### src/hw/rtl/r2p_sqrt_cell.sv
// One restoring square-root cell: settles one root bit per cycle while en_i is high.
// No package dependency; widths come from the parameters.
module r2p_sqrt_cell #(
  parameter int unsigned SumWidth = 32,
  parameter int unsigned Pos      = 0
) (
  input  logic                clk_i,
  input  logic                en_i,
  input  logic [SumWidth-1:0] rem_i,
  input  logic [SumWidth-1:0] root_i,
  output logic [SumWidth-1:0] rem_o,
  output logic [SumWidth-1:0] root_o
);

  localparam logic [SumWidth:0] Bit = (SumWidth + 1)'(1) << (2 * Pos);

  logic [SumWidth:0]   trial;
  logic                take;
  logic [SumWidth-1:0] rem_d, root_d, rem_q, root_q;

  assign trial = {1'b0, root_i} + Bit;
  assign take  = ({1'b0, rem_i} >= trial);

  always_comb begin
    if (take) begin
      rem_d  = rem_i - trial[SumWidth-1:0];
      root_d = (root_i >> 1) + Bit[SumWidth-1:0];
    end else begin
      rem_d  = rem_i;
      root_d = root_i >> 1;
    end
  end

  always_ff @(posedge clk_i) begin
    if (en_i) begin
      rem_q  <= rem_d;
      root_q <= root_d;
    end
  end

  assign rem_o  = rem_q;
  assign root_o = root_q;

endmodule

### config.mk
export PLATFORM = sky130hd
export DESIGN_NAME = r2p_sqrt_cell
export DESIGN_NICKNAME = d
export VERILOG_FILES = /design/src/hw/rtl/r2p_sqrt_cell.sv
export SDC_FILE = /design/constraint.sdc
export NUM_CORES = 1
export LEC_CHECK = 0
export BUFFER_PORTS_ARGS = -buffer_cell sky130_fd_sc_hd__buf_2
export CORE_ASPECT_RATIO = 0.75
export CORE_UTILIZATION = 55
export CTS_CLUSTER_DIAMETER = 50
export DETAILED_ROUTE_END_ITERATION = 8
export PLACE_DENSITY = 0.79
export SLEW_MARGIN = 20
export SYNTH_ARGS = -nofsm -noshare
export SYNTH_HDL_FRONTEND = slang
export SYNTH_SLANG_ARGS = --single-unit
export TNS_END_PERCENT = 100
### constraint.sdc
create_clock -name clk_i -period 10.9 [get_ports clk_i]
set_clock_uncertainty 0.2 [all_clocks]
set_input_delay 1.09 -clock clk_i [delete_from_list [all_inputs] [get_ports clk_i]]
set_output_delay 1.09 -clock clk_i [all_outputs]
set_load 0.03 [all_outputs]
==> metrics.txt <==
# TYPE chip_impl_metric gauge
chip_impl_metric{name="hold_ws",unit="ns"} 0.856
chip_impl_metric{name="detailroute.wirelength.met2",unit="um"} 6180
chip_impl_metric{name="power_density_over_cell_area",unit="nW/um^2"} 142
chip_impl_metric{name="vias_in_the_first_global_route",unit=""} 4382
chip_impl_info{name="hold_start",value="rem_i[5]"} 1
chip_impl_metric{name="ir_drop",unit="mV"} 0.0987
chip_impl_metric{name="rows",unit=""} 30
chip_impl_metric{name="arrival",unit="ns"} 6.01
chip_impl_metric{name="fin_ws",unit="ns"} 4.76
chip_impl_metric{name="port_buffers",unit=""} 129
chip_impl_info{name="tritoncts_clock_tree",value="built"} 1
chip_impl_metric{name="initial_utilization",unit="%"} 56.6
chip_impl_metric{name="route.met3.wl",unit="um"} 1050
chip_impl_info{name="cp_top_family",value="simple AND/OR/NAND/NOR gates"} 1
chip_impl_info{name="critical-path-slowest-cell",value="sky130_fd_sc_hd__or3_1"} 1
chip_impl_metric{name="post_route_cells_drive_above_1_share",unit="%"} 23.0
chip_impl_metric{name="postSynth.asyncResetShare",unit="%"} 0
chip_impl_info{name="worstSetupStartpointType",value="input pin"} 1
chip_impl_metric{name="final-max-slew-violation-count",unit=""} 0
chip_impl_info{name="mostFrequentLayoutCells",value="sky130_fd_sc_hd__buf_2 (129), sky130_fd_sc_hd__nand2_1 (71), sky130_fd_sc_hd__edfxtp_1 (64)"} 1
chip_impl_metric{name="max_fanout_on_critical_path",unit=""} 27
chip_impl_info{name="clk_tree_root_cell",value="sky130_fd_sc_hd__clkbuf_16"} 1
chip_impl_metric{name="routed_wl",unit="um"} 13600
chip_impl_metric{name="place_congestion",unit=""} 0.915
chip_impl_metric{name="n_antenna_cell",unit=""} 0
chip_impl_metric{name="netlist_instances",unit=""} 559
chip_impl_info{name="critical_path.most_common_cell",value="sky130_fd_sc_hd__nor2_1"} 1
chip_impl_metric{name="setup_viol",unit=""} 0
chip_impl_metric{name="max-cap-violations",unit=""} 0
chip_impl_metric{name="fmax",unit="GHz"} 0.163
chip_impl_metric{name="timing_hold_violations_final",unit=""} 0
chip_impl_metric{name="cts.sinks",unit=""} 64
chip_impl_info{name="most_common_cell_after_layout_fill_and_taps_aside",value="sky130_fd_sc_hd__buf_2"} 1
chip_impl_metric{name="drt-pass1-iter-count",unit=""} 7
chip_impl_metric{name="cts_htree_levels",unit=""} 3
chip_impl_metric{name="fin_util",unit="%"} 67.3
chip_impl_metric{name="synth_area",unit="um^2"} 5100
chip_impl_info{name="failed_checks",value="DRC"} 1
chip_impl_metric{name="finalSetupTns",unit="ns"} 0
chip_impl_metric{name="dieHeight",unit="um"} 85.4
chip_impl_metric{name="dieArea",unit="um^2"} 9670
chip_impl_info{name="hold-path-endpoint",value="rem_o[5]"} 1
chip_impl_metric{name="yosysWarningCount",unit=""} 0
chip_impl_info{name="timing.critical_path.to_type",value="flip-flop"} 1
chip_impl_info{name="synth_flop_cell",value="sky130_fd_sc_hd__edfxtp_1"} 1
chip_impl_metric{name="clockBufferDepth",unit=""} 2
chip_impl_metric{name="clk_pin_slew_worst_paths",unit="ns"} 0.06
chip_impl_metric{name="worst_tran_pin_value",unit="ns"} 0.671
chip_impl_metric{name="vias_per_cell",unit=""} 5.87
chip_impl_metric{name="period_needed",unit="ns"} 6.14
chip_impl_metric{name="cts-buffers-inserted",unit=""} 9
chip_impl_metric{name="dp_hpwl",unit="um"} 10400
chip_impl_metric{name="drc",unit=""} 1
chip_impl_metric{name="yosysSeqAreaShare",unit="%"} 37.7
chip_impl_metric{name="cts-hold-fix-buffers",unit=""} 0
chip_impl_metric{name="timing.final.crit_share",unit="%"} 56.3
chip_impl_metric{name="avgSynthCellArea",unit="um^2"} 9.13
chip_impl_metric{name="drtAntennaViolNets",unit=""} 0
chip_impl_metric{name="route.layer.met1.wl",unit="um"} 6120
chip_impl_metric{name="drt-initial-drc-count",unit=""} 363
chip_impl_metric{name="postSynthRegisterBits",unit=""} 64
chip_impl_metric{name="antenna_found_initial",unit=""} 0
chip_impl_metric{name="pin_count",unit=""} 130
chip_impl_metric{name="power.static_leakage",unit="nW"} 2.47
chip_impl_metric{name="globalRouteTotalUtil",unit="%"} 29.2
chip_impl_metric{name="core-area",unit="um^2"} 9010
chip_impl_metric{name="report.power.total",unit="mW"} 0.860
chip_impl_info{name="rsz0062_at_grt",value="no"} 1
chip_impl_metric{name="global_route_wire_length_before_repair",unit="um"} 21800
chip_impl_info{name="hold_class",value="input pin to flip-flop"} 1
chip_impl_info{name="result_of_the_run",value="complete, but fails checks"} 1
chip_impl_metric{name="detailedPlace.worstSlack",unit="ns"} 4.57
chip_impl_metric{name="fp.dieW",unit="um"} 113
chip_impl_metric{name="critical_path_buf_inv_count",unit=""} 1
chip_impl_metric{name="post_cts.repair.setup_buffers",unit=""} 0
chip_impl_metric{name="grt_start_max_net_pins",unit=""} 52
chip_impl_metric{name="post_cts.resized_instances",unit=""} 0
chip_impl_metric{name="max_slew_margin",unit="%"} 54.9
chip_impl_metric{name="globalRoute.totalOverflow",unit=""} 0
chip_impl_metric{name="critPathRequiredTime",unit="ns"} 10.77
chip_impl_metric{name="crit_path_max_incr_delay",unit="ns"} 0.56
chip_impl_metric{name="timing.critical_path.depth",unit=""} 21
chip_impl_info{name="sequence_of_cells_on_the_critical_path",value="buf_2 > ha_1 > and3_1 > nand3_1 > nor2_1 > and4_1 > nand4_1 > nor2_1 > nand3_1 > nor2_1 > xnor2_1 > ha_1 > nand4_1 > nor2_1 > nand4_1 > a31o_1 > a21oi_1 > a21oi_4 > or3_1 > nor4_4 > xor2_1"} 1
chip_impl_metric{name="synth_edf_count",unit=""} 64
chip_impl_metric{name="wl_per_cell",unit="um"} 17.3
chip_impl_info{name="setup.worst_path.class",value="input pin to flip-flop"} 1
chip_impl_info{name="topRoutingLayerUsed",value="met4"} 1
chip_impl_metric{name="synth_cell_types",unit=""} 51
chip_impl_metric{name="syn2layout_area_growth",unit="%"} 18.8
chip_impl_metric{name="via_count",unit=""} 4635
chip_impl_metric{name="hold-path-cell-count",unit=""} 3
chip_impl_metric{name="num-nets-final",unit=""} 775
chip_impl_metric{name="mappedNetlistNets",unit=""} 660
[routing by layer]
layer | vias to the layer above | global-route usage (%)
met5 | - | 0
met4 | 0 | 9.33
met3 | 27 | 5.29
met2 | 204 | 46.6
met1 | 2166 | 40.3
li1 | 2238 | -
[area by class of cell]
class	count	area [um^2]
inverters	15	56.3
multi-input cells	453	3000
repair buffers	131	661
clock buffers	11	233
clock inverters	4	46.3
fillers	735	2950
flip-flops and latches	64	1920
well taps	112	140
[sequential cells by signal (all words and copies together), names as in the netlist]
| signal | count |
|---|---|
| rem_o | 32 |
| root_o | 32 |
[kinds of logic (layout without fill, tap and decap cells)]
group,Yosys count,after routing,synth area share (%)
AO/OA/AOI/OAI,117,117,13.9
XOR/XNOR,89,89,15.3
adder cells (fa/ha/maj),35,35,8.73
buffers and inverters,42,161,3.65
flip-flops,64,64,37.7
multiplexers,3,3,0.662
AND/OR/NAND/NOR,209,209,20.1
[synth_stat cells, drive strengths merged (7+ instances only)]
cell type / instances / share of area (%)
a21o: 9 / 1.3
a21oi: 30 / 3.0
and3: 7 / 0.86
buf: 12 / 1.4
clkbuf: 15 / 1.2
edfxtp: 64 / 38
ha: 34 / 8.3
inv: 15 / 1.1
nand2: 72 / 5.3
nand3: 23 / 2.4
nand4: 22 / 2.7
nor2: 50 / 3.8
nor3: 11 / 1.3
o21ai: 49 / 4.8
xnor2: 41 / 7.0
xor2: 48 / 8.2
[worst max path at each step]
stage                           from         end
after floorplan           root_i[10]  root_o[28]
after global placement     root_i[2]  root_o[28]
after detailed placement   root_i[2]  root_o[28]
after CTS                  root_i[2]  root_o[28]
after global routing       root_i[2]   rem_o[29]
final                      root_i[2]  root_o[28]
[through the flow]
step           instance area, um^2  std cells
6_report                      6060        790
5_1_grt                       6060        790
4_1_cts                       6060        790
3_5_place_dp                  5780        775
3_3_place_gp                  5780        775
2_1_floorplan                 5100        559
[where the power goes]
group	internal (mW)	leakage [nW]	switching, mW
logic	0.0895	1.71	0.180
clock network	0.175	0.133	0.103
registers	0.307	0.625	0.00612
total	0.571	2.47	0.289
Note: power is estimated with default switching activity, not from simulation.
