`config.mk`:
```
export PLATFORM = sky130hd
export DESIGN_NAME = r2p_cordic_cell
export DESIGN_NICKNAME = d
export VERILOG_FILES = /design/src/hw/rtl/r2p_pkg.sv /design/src/hw/rtl/r2p_cordic_cell.sv
export SDC_FILE = /design/constraint.sdc
export NUM_CORES = 1
export LEC_CHECK = 0
export ABC_AREA = 1
export BUFFER_PORTS_ARGS = -buffer_cell sky130_fd_sc_hd__buf_2
export CORE_MARGIN = 1.5
export CORE_UTILIZATION = 45
export CTS_CLUSTER_DIAMETER = 150
export DETAILED_ROUTE_END_ITERATION = 8
export GPL_TIMING_DRIVEN = 1
export PLACE_DENSITY_LB_ADDON = 0.08
export SLEW_MARGIN = 20
export SYNTH_ARGS = -nofsm -noshare
export SYNTH_HDL_FRONTEND = slang
export SYNTH_SLANG_ARGS = --single-unit
```
`constraint.sdc`:
```
create_clock -name clk_i -period 2.9 [get_ports clk_i]
set_input_delay 0.435 -clock clk_i [delete_from_list [all_inputs] [get_ports clk_i]]
set_output_delay 0.435 -clock clk_i [all_outputs]
set_load 0.05 [all_outputs]
```
`src/hw/rtl/r2p_pkg.sv`:
```
// Shared constants, types and the arctangent table of the rectangular-to-polar block.
// No dependencies; every other file of the block but r2p_sqrt_cell uses it by scoped names.
package r2p_pkg;

  // defaults of the top-level parameters
  localparam int unsigned COORD_WIDTH_DEF  = 16;
  localparam int unsigned CORDIC_STEPS_DEF = 16;

  // result field widths
  localparam int unsigned MAG_W  = 16;
  localparam int unsigned ANG_W  = 16;
  localparam int unsigned CODE_W = 3;
  localparam int unsigned OUT_DW = ((MAG_W + ANG_W + CODE_W + 7) / 8) * 8;

  // angle accumulator: degrees scaled by 2^24, signed
  localparam int unsigned GUARD_BITS = 24;
  localparam int unsigned Z_W        = 32;
  localparam int unsigned Z_RND_SH   = 17;
  localparam logic [Z_W-1:0] Z_DEG90 = 32'd1509949440;
  localparam logic [Z_W-1:0] Z_HALF  = 32'd65536;

  // Q9.7 angles
  localparam logic [ANG_W-1:0] Q7_DEG90  = 16'd11520;
  localparam logic [ANG_W-1:0] Q7_DEG180 = 16'd23040;
  localparam logic [ANG_W-1:0] Q7_DEG270 = 16'd34560;
  localparam logic [ANG_W-1:0] Q7_DEG360 = 16'd46080;

  typedef enum logic [CODE_W-1:0] {
    LocOrigin = 3'd0,
    LocYAxis  = 3'd1,
    LocXAxis  = 3'd2,
    LocQuad1  = 3'd3,
    LocQuad2  = 3'd4,
    LocQuad3  = 3'd5,
    LocQuad4  = 3'd6
  } loc_e;

  // round(atan(2^-i) * 180/pi * 2^24)
  function automatic logic [Z_W-1:0] atan_deg24(input logic [4:0] idx);
    logic [Z_W-1:0] v;
    case (idx)
      5'd0:  v = 32'd754974720;
      5'd1:  v = 32'd445687602;
      5'd2:  v = 32'd235489088;
      5'd3:  v = 32'd119537938;
      5'd4:  v = 32'd60000934;
      5'd5:  v = 32'd30029717;
      5'd6:  v = 32'd15018523;
      5'd7:  v = 32'd7509720;
      5'd8:  v = 32'd3754917;
      5'd9:  v = 32'd1877466;
      5'd10: v = 32'd938734;
      5'd11: v = 32'd469367;
      5'd12: v = 32'd234684;
      5'd13: v = 32'd117342;
      5'd14: v = 32'd58671;
      5'd15: v = 32'd29335;
      5'd16: v = 32'd14668;
      5'd17: v = 32'd7334;
      5'd18: v = 32'd3667;
      5'd19: v = 32'd1833;
      5'd20: v = 32'd917;
      5'd21: v = 32'd458;
      5'd22: v = 32'd229;
      5'd23: v = 32'd115;
      5'd24: v = 32'd57;
      5'd25: v = 32'd29;
      5'd26: v = 32'd14;
      5'd27: v = 32'd7;
      5'd28: v = 32'd4;
      5'd29: v = 32'd2;
      5'd30: v = 32'd1;
      default: v = '0;
    endcase
    return v;
  endfunction

endpackage

```
`src/hw/rtl/r2p_cordic_cell.sv`:
```
// One CORDIC vectoring cell: a fixed-shift micro-rotation on (x, y) and the angle update.
// Depends on r2p_pkg for the accumulator width and the arctangent table.
module r2p_cordic_cell #(
  parameter int unsigned XWidth = 42,
  parameter int unsigned Iter   = 0
) (
  input  logic                          clk_i,
  input  logic                          en_i,
  input  logic signed [XWidth-1:0]      cx_i,
  input  logic signed [XWidth-1:0]      cy_i,
  input  logic signed [r2p_pkg::Z_W-1:0] z_i,
  output logic signed [XWidth-1:0]      cx_o,
  output logic signed [XWidth-1:0]      cy_o,
  output logic signed [r2p_pkg::Z_W-1:0] z_o
);

  localparam logic signed [r2p_pkg::Z_W-1:0] Atan = r2p_pkg::atan_deg24(5'(Iter));

  logic signed [XWidth-1:0]       dx, dy;
  logic signed [XWidth-1:0]       cx_d, cy_d, cx_q, cy_q;
  logic signed [r2p_pkg::Z_W-1:0] z_d, z_q;

  // arithmetic shift rounds toward minus infinity
  assign dx = cy_i >>> Iter;
  assign dy = cx_i >>> Iter;

  always_comb begin
    if (!cy_i[XWidth-1]) begin
      cx_d = cx_i + dx;
      cy_d = cy_i - dy;
      z_d  = z_i + Atan;
    end else begin
      cx_d = cx_i - dx;
      cy_d = cy_i + dy;
      z_d  = z_i - Atan;
    end
  end

  always_ff @(posedge clk_i) begin
    if (en_i) begin
      cx_q <= cx_d;
      cy_q <= cy_d;
      z_q  <= z_d;
    end
  end

  assign cx_o = cx_q;
  assign cy_o = cy_q;
  assign z_o  = z_q;

endmodule

```
==> flow_summary.yaml, run 1 <==
outcome:
  status: "finished clean"
cts:
  root_buffer: "clkbuf_16"
  ctsHoldBuffers: 0
  clk_pin_slew_ns: 0.08
  htree_levels: 4
  cts_tree: "done"
  cts_setup_buffers: 0
  clockBufferDepth: 2
  cts.sinks: 115
  cts_resized: 0
  cts_made_buffers: 17
routing:
  ant_nets: 0
  dr.pass1.iters: 5
  vias: 15100
  routed_wl_mm: 52.8
  drc_errors: 0
  first_iter_violations: 1204
  wl_per_cell_um: 18.5
  vias_per_cell: 5.31
grt:
  track_usage_pct: 33.1
  grt_pass1_wl_mm: 78.2
  grt_pass1_vias: 14500
  grt_max_degree: 82
  overflow: 0
  antenna_found_initial: 0
synthesis:
  yosysTopAreaCellShare_pct: 24.9
  syn_area_per_cell_sq_um: 6.44
  syn_nets: 2404
  ys_seq_elements: 115
  synth_area_sq_um: 13900
  synth_area_leaders: "edfxtp_1 25%, nand2_1 18%, ha_1 12%"
  seq_area_frac_synth_pct: 24.9
  ys_warn_count: 0
  synth-edff-count: 115
  synth-async-reset-ratio_pct: 0
  synth_cell_types: 41
  yosys.area.top_type: "edfxtp_1"
  netlist_instances: 2153
  synth_flop_cell: "edfxtp_1"
worst_hold_path:
  hold_path.class: "in -> reg"
  holdPathEnd: "z_o[1]"
  hold_start: "z_i[1]"
  min_path_cells: 1
sta:
  fin_crit_sh_pct: 85.2
  setup_slack_ns: 0.429
  max-slew-margin-rel_pct: 59.2
  setup_viol: 0
  worst_pin_slew_ns: 0.612
  slew_viol_final: 0
  hold_viol_final: 0
  rsz0062_at_grt: "no"
  max_freq_mhz: 405
  min_period_ns: 2.47
finish:
  nets: 2693
  drive_gt1_share_pct: 19.6
  areaGrowthSynthToFinish_pct: 18.2
  layout_common_cells: "667 x nand2_1, 330 x inv_1, 232 x buf_2"
  multi_input_area_sq_um: 8700
  nFillCells: 3108
  layout_commonest_cell: "nand2_1"
  num_antenna_cells: 0
  regArea_sq_um: 3450
floorplanning:
  die_x_um: 179
  die_h_um: 179
  coreArea_sq_um: 30400
  start_util_pct: 45.6
  rows: 64
  boundaryPins: 234
  die_area_sq_um: 31900
place:
  gp_congestion: 0.993
  io_buffers: 233
  pre_cts_ws_ns: -0.00375
  hpwl_mm: 44.4
worst_setup_path:
  crit_required_ns: 3.12
  startpoint_type: "input port"
  path_max_fanout: 4
  arrival_ns: 2.69
  path_class: "in -> reg"
  cp-end-kind: "register"
pwr:
  peakVddDrop_mv: 0.359
  p_int_mw: 4.28
  power_frac_comb_pct: 46.1
  total_power_mw: 7.82
  p_sw_share_pct: 45.2
  p_sw_mw: 3.53
  power.share.sequential_pct: 27.7
  p_per_area_nw_per_um2: 477
  p_clk_share_pct: 26.3
  power_leakage_nw: 8.68
job:
  cap_violations: 0
power groups by stage:
stage | registers, mW | logic [mW] | clock network (mW)
after floorplan | 2.97 | 1.67 | 0
after global placement | 2.20 | 3.51 | 0
after detailed placement | 2.20 | 3.53 | 0
after CTS | 2.17 | 3.55 | 2.08
after global routing | 2.18 | 3.88 | 2.13
final | 2.16 | 3.60 | 2.05
synth_stat cells, types with 17 or more instances:
| library cell | number |
|---|---|
| xor2_1 | 34 |
| o21bai_1 | 17 |
| o21ai_1 | 18 |
| buf_4 | 20 |
| a21oi_1 | 140 |
| nor2_1 | 181 |
| nand2_2 | 29 |
| nor2_2 | 43 |
| ha_1 | 129 |
| nand3_1 | 188 |
| edfxtp_1 | 115 |
| nand2_1 | 667 |
| o21ai_0 | 92 |
| inv_1 | 330 |
final cells by class:
type | instances | share of cell area, %
Multi-Input combinational cell | 1636 | 53.0
Sequential cell | 115 | 21.1
Timing Repair Buffer | 328 | 11.7
Inverter | 344 | 7.87
Tap cell | 396 | 3.02
Clock buffer | 19 | 2.64
Clock inverter | 13 | 0.679
worst max path at each step:
stage                        start       end  slack, ns  cells past startpoint
after floorplan           cy_i[41]   z_o[30]       0.44                     10
after global placement     cx_i[0]  cx_o[24]      0.003                     15
after global routing       cx_i[0]  cx_o[32]       0.30                     15
after detailed placement   cx_i[0]  cx_o[32]     -0.004                     15
final                      cx_i[0]  cx_o[24]       0.43                     15
after CTS                  cx_i[0]  cx_o[32]       0.46                     15
worst max-delay path: stages:
cell and delay [ns]:
buf_2 0.11, inv_1 0.05, ha_1 0.23, fa_1 0.54, o21ai_1 0.29, buf_4 0.19, nand2_1 0.05, nand2_1 0.10
nand2_1 0.06, nand3_1 0.24, nand2_1 0.12, nand2_1 0.08, nand2_1 0.04, nand3_1 0.06, nand2_1 0.07
kinds of logic (layout without fill, tap and decap cells):
family	after synthesis	count (layout)	synth area share, %
AO/OA/AOI/OAI	298	298	11.8
AND/OR/NAND/NOR	1168	1168	36.4
XOR/XNOR	37	37	2.34
buffers and inverters	402	704	12.4
adder cells (fa/ha/maj)	133	133	12.2
flip-flops	115	115	24.9
per-layer routing:
layer	up-vias	track usage [%]	share of wire, %
met5	-	0	0
met4	0	15.6	4.2
met1	7000	43.6	45
met2	613	52.7	44
met3	101	5.46	7.0
li1	7427	-	-
metrics by stage:
stage	hold slack [ns]	setup TNS [ns]	area, sq um	cells	util [%]
after global placement	0.612	0	15900	2819	52.1
final	0.163	0	16400	2851	53.9
after global routing	0.164	0	16400	2851	53.9
after CTS	0.152	0	16400	2851	53.9
after floorplan	0.534	0	13900	2153	-
after detailed placement	0.613	-0.00571	15900	2819	52.1
registers in the layout, summed over array words and instances, names as in the netlist:
| register | cells |
|---|---|
| z_o | 32 |
| cy_o | 41 |
| cx_o | 42 |
Power figures use the tool's default switching activity.
==> inputs of run 2 (changes only) <==
CTS_CLUSTER_SIZE = 30   (was not set)
clock period = 2.6 ns   (was 2.9 ns; I/O delays follow)
==> run 2 against run 1 <==
Global-route usage is 2.0 points higher. Sequential share of layout area is 1.8 points lower. Wire length is 6.1% higher. Utilization is 5.0 points higher. Via count is 5.2% higher. Clock-buffer cell count is 2 lower. Worst setup slack worse by 0.29 ns. Non-clock buffer count is 199 higher. Flip-flop and latch count stayed put.
==> flow_summary.yaml, run 2 (synthesis results as in run 1) <==
worst_setup_path:
  critical_path_buf_inv_count: 4
  cp-end-kind: "register"
  crit_required_ns: 2.93
  path_class: "in -> reg"
  critical_path.slowest_cell: "o21ai_0"
  arrival_ns: 2.79
  startpoint_type: "input port"
  critPathMaxStageDelay_ns: 0.51
  path_max_fanout: 3
  path_cells: "buf_2, buf_4, ha_1, fa_1, nand2_1, nand2_1, nand4_1, nand2_1, buf_4, xor2_1, o21ai_0, buf_4"
  crit_family: "buffers and inverters"
cts:
  clockBufferDepth: 2
  htree_levels: 4
  cts_made_buffers: 17
  cts_tree: "done"
  cts.sinks: 115
  ctsHoldBuffers: 0
  cts_resized: 0
  clk_pin_slew_ns: 0.06
  cts_setup_buffers: 0
  root_buffer: "clkbuf_16"
floorplanning:
  rows: 64
  start_util_pct: 45.6
  coreArea_sq_um: 30400
  die_x_um: 179
  boundaryPins: 234
  die_area_sq_um: 31900
  die_h_um: 179
routing:
  wl_per_cell_um: 18.4
  dr.pass1.iters: 6
  routed_wl_mm: 56.1
  vias: 15900
  drc_errors: 0
  vias_per_cell: 5.22
  first_iter_violations: 1419
  ant_nets: 0
pwr:
  total_power_mw: 9.32
  peakVddDrop_mv: 0.416
  p_per_area_nw_per_um2: 520
  power_leakage_nw: 9.66
sta:
  max_freq_mhz: 407
  fin_crit_sh_pct: 94.6
  max-slew-margin-rel_pct: 49.0
  slew_viol_final: 0
  rsz0062_at_grt: "no"
  worst_pin_slew_ns: 0.765
  setup_tns_ns: 0
  setup_viol: 0
  min_period_ns: 2.46
  setup_slack_ns: 0.141
  holdWs_ns: 0.120
  hold_viol_final: 0
finish:
  largest_reg_flops: 42
  stdcell_count: 3050
  layout_common_cells: "667 x nand2_1, 330 x inv_1, 292 x buf_4"
  final_util_pct: 58.9
  layout_commonest_cell: "nand2_1"
  num_antenna_cells: 0
  nets: 2892
  drive_gt1_share_pct: 25.6
  areaGrowthSynthToFinish_pct: 29.3
  design_area_sq_um: 17900
place:
  hpwl_mm: 47.5
  placed_area_sq_um: 17300
  pre_cts_ws_ns: -0.296
  gp_congestion: 1.02
  io_buffers: 233
  dp.cells: 3018
grt:
  overflow: 0
  antenna_found_initial: 1
  grt_pass1_vias: 15100
  grt_pass1_wl_mm: 82.7
  grt_max_degree: 64
  track_usage_pct: 35.2
job:
  cap_violations: 0
worst_hold_path:
  hold_path.class: "in -> reg"
outcome:
  status: "finished clean"
==> run 2: cell count changes in the layout (fill, tap and decap cells not counted), sizes merged <==
cell and change:
buf +199, inv +3, clkbuf -2, clkinv -2
bufinv +1
==> run 2: final timing paths <==
kind / slack (ns) / cells after the start / startpoint / to
worst max-delay path: 0.14 / 12 / cy_i[0] / cy_o[8]
worst min-delay path: 0.12 / 1 / z_i[5] / z_o[5]
==> run 2: layer usage <==
layer	global-route usage (%)	share of wire, %	wire (um)
met5	0	0.030	17
met4	16.0	4.5	2550
met3	4.82	7.3	4070
met2	56.7	44	24900
met1	46.5	44	24600
==> run 2: power by group <==
part	internal, mW	total [mW]	switching (mW)	leakage (nW)
sequential	2.36	2.44	0.0822	1.12
clock	1.42	2.48	1.06	0.274
combinational	1.42	4.41	2.99	8.26
total	5.19	9.32	4.13	9.66
==> run 2: cell type report <==
cell class	count	area (sq um)
multi-input cells	1636	8700
repair buffers	527	3410
clock buffers	17	425
well taps	396	495
inverters	344	1290
flip-flops and latches	115	3450
clock inverters	15	156
fillers	3019	12500
==> inputs of run 3 (changes only) <==
MAX_ROUTING_LAYER = met4   (was not set)
==> run 3 against run 2 <==
Worst hold slack got worse by 0.0060 ns. Largest cell class unchanged. Highest routed layer is now met4. Critical path depth increased by 1. Critical endpoint is now cy_o[39]. Final area rose by 2.1%. Utilization is 1.2 points higher. Combinational power is 2% higher. Clock power up 14%. Largest power group unchanged. Clock-buffer cell count is 1 higher.
==> flow_summary.yaml, run 3 (synthesis results as in run 1) <==
worst_setup_path:
  critical_path_buf_inv_count: 4
  arrival_ns: 2.64
  crit_family: "compound AO/OA/AOI/OAI gates"
  critical_path.slowest_cell: "ha_1"
  path_cells: "buf_2, inv_1, ha_1, a21oi_1, buf_4, o21ai_0, a21oi_2, nand3_1, buf_4, nand2_1, nand3_1, nand3_1, nand2_1"
  critPathMostFrequentCell: "nand3_1"
  cp-end-kind: "register"
  crit_required_ns: 2.81
  path_max_fanout: 7
  startpoint_type: "input port"
  path_class: "in -> reg"
  critPathMaxStageDelay_ns: 0.45
sta:
  slew_viol_final: 0
  setup_slack_ns: 0.170
  max_freq_mhz: 412
  setup_viol: 0
  max-slew-margin-rel_pct: 47.8
  rsz0062_at_grt: "no"
  hold_viol_final: 0
  min_period_ns: 2.43
  fin_crit_sh_pct: 93.5
  setup_tns_ns: 0
  worst_pin_slew_ns: 0.783
  holdWs_ns: 0.114
finish:
  drive_gt1_share_pct: 26.6
  num_antenna_cells: 0
  layout_commonest_cell: "nand2_1"
  layout_common_cells: "667 x nand2_1, 330 x inv_1, 326 x buf_4"
  areaGrowthSynthToFinish_pct: 32.0
  final_util_pct: 60.2
  nets: 2928
  design_area_sq_um: 18300
  largest_reg_flops: 42
grt:
  overflow: 0
  grt_pass1_wl_mm: 86.7
  antenna_found_initial: 0
  grt_max_degree: 82
  track_usage_pct: 38.1
  grt_pass1_vias: 15500
floorplanning:
  die_area_sq_um: 31900
  die_x_um: 179
  coreArea_sq_um: 30400
  start_util_pct: 45.6
  die_h_um: 179
  rows: 64
  boundaryPins: 234
place:
  pre_cts_ws_ns: -0.338
  io_buffers: 233
  hpwl_mm: 49.4
  placed_area_sq_um: 17600
  gp_congestion: 1.03
cts:
  ctsHoldBuffers: 0
  cts.sinks: 115
  clockBufferDepth: 2
  cts_tree: "done"
  cts_made_buffers: 17
  root_buffer: "clkbuf_16"
  clk_pin_slew_ns: 0.07
  htree_levels: 4
worst_hold_path:
  hold_path.class: "in -> reg"
job:
  cap_violations: 0
pwr:
  power_leakage_nw: 9.89
  p_per_area_nw_per_um2: 535
  peakVddDrop_mv: 0.470
routing:
  drc_errors: 0
  ant_nets: 0
  wl_per_cell_um: 19.1
  routed_wl_mm: 59.1
  vias: 16400
  vias_per_cell: 5.30
  dr.pass1.iters: 6
  first_iter_violations: 1550
outcome:
  status: "finished clean"
-- run 3: metal layers --
metal	up-vias	share of wire, %	GRT usage, %
met5	-	0	-
met4	0	4.0	15.0
met3	108	8.2	5.12
met2	794	45	60.4
met1	7545	43	49.0
li1	7906	-	-
-- run 3: where the power goes --
| part | internal (mW) | leakage (nW) | switching (mW) | total, mW |
|---|---|---|---|---|
| Combinational | 1.47 | 8.44 | 3.05 | 4.52 |
| Sequential | 2.36 | 1.12 | 0.0842 | 2.44 |
| Clock | 1.79 | 0.322 | 1.03 | 2.83 |
-- run 3: final timing paths --
path	start	to	cells past startpoint
max	cx_i[22]	cy_o[39]	13
min	z_i[20]	z_o[20]	1
-- run 3: through the flow --
step,power (mW),std cells
6_report,9.79,3086
5_1_grt,10.2,3086
4_1_cts,9.73,3086
3_5_place_dp,6.90,3054
3_3_place_gp,6.85,3054
2_1_floorplan,5.17,2153
-- run 3: area by class of cell --
class	instances	area, sq um
multi-input combinational	1636	8700
tap	396	495
inverter	344	1290
sequential	115	3450
clock inverter	14	233
timing repair buffer	563	3710
fill	2911	12100
clock buffer	18	429
-- run 3: timing repair --
item	in CTS	in global routing
resized for setup	0	1
setup endpoints to repair	0	3
buffers inserted	0	0
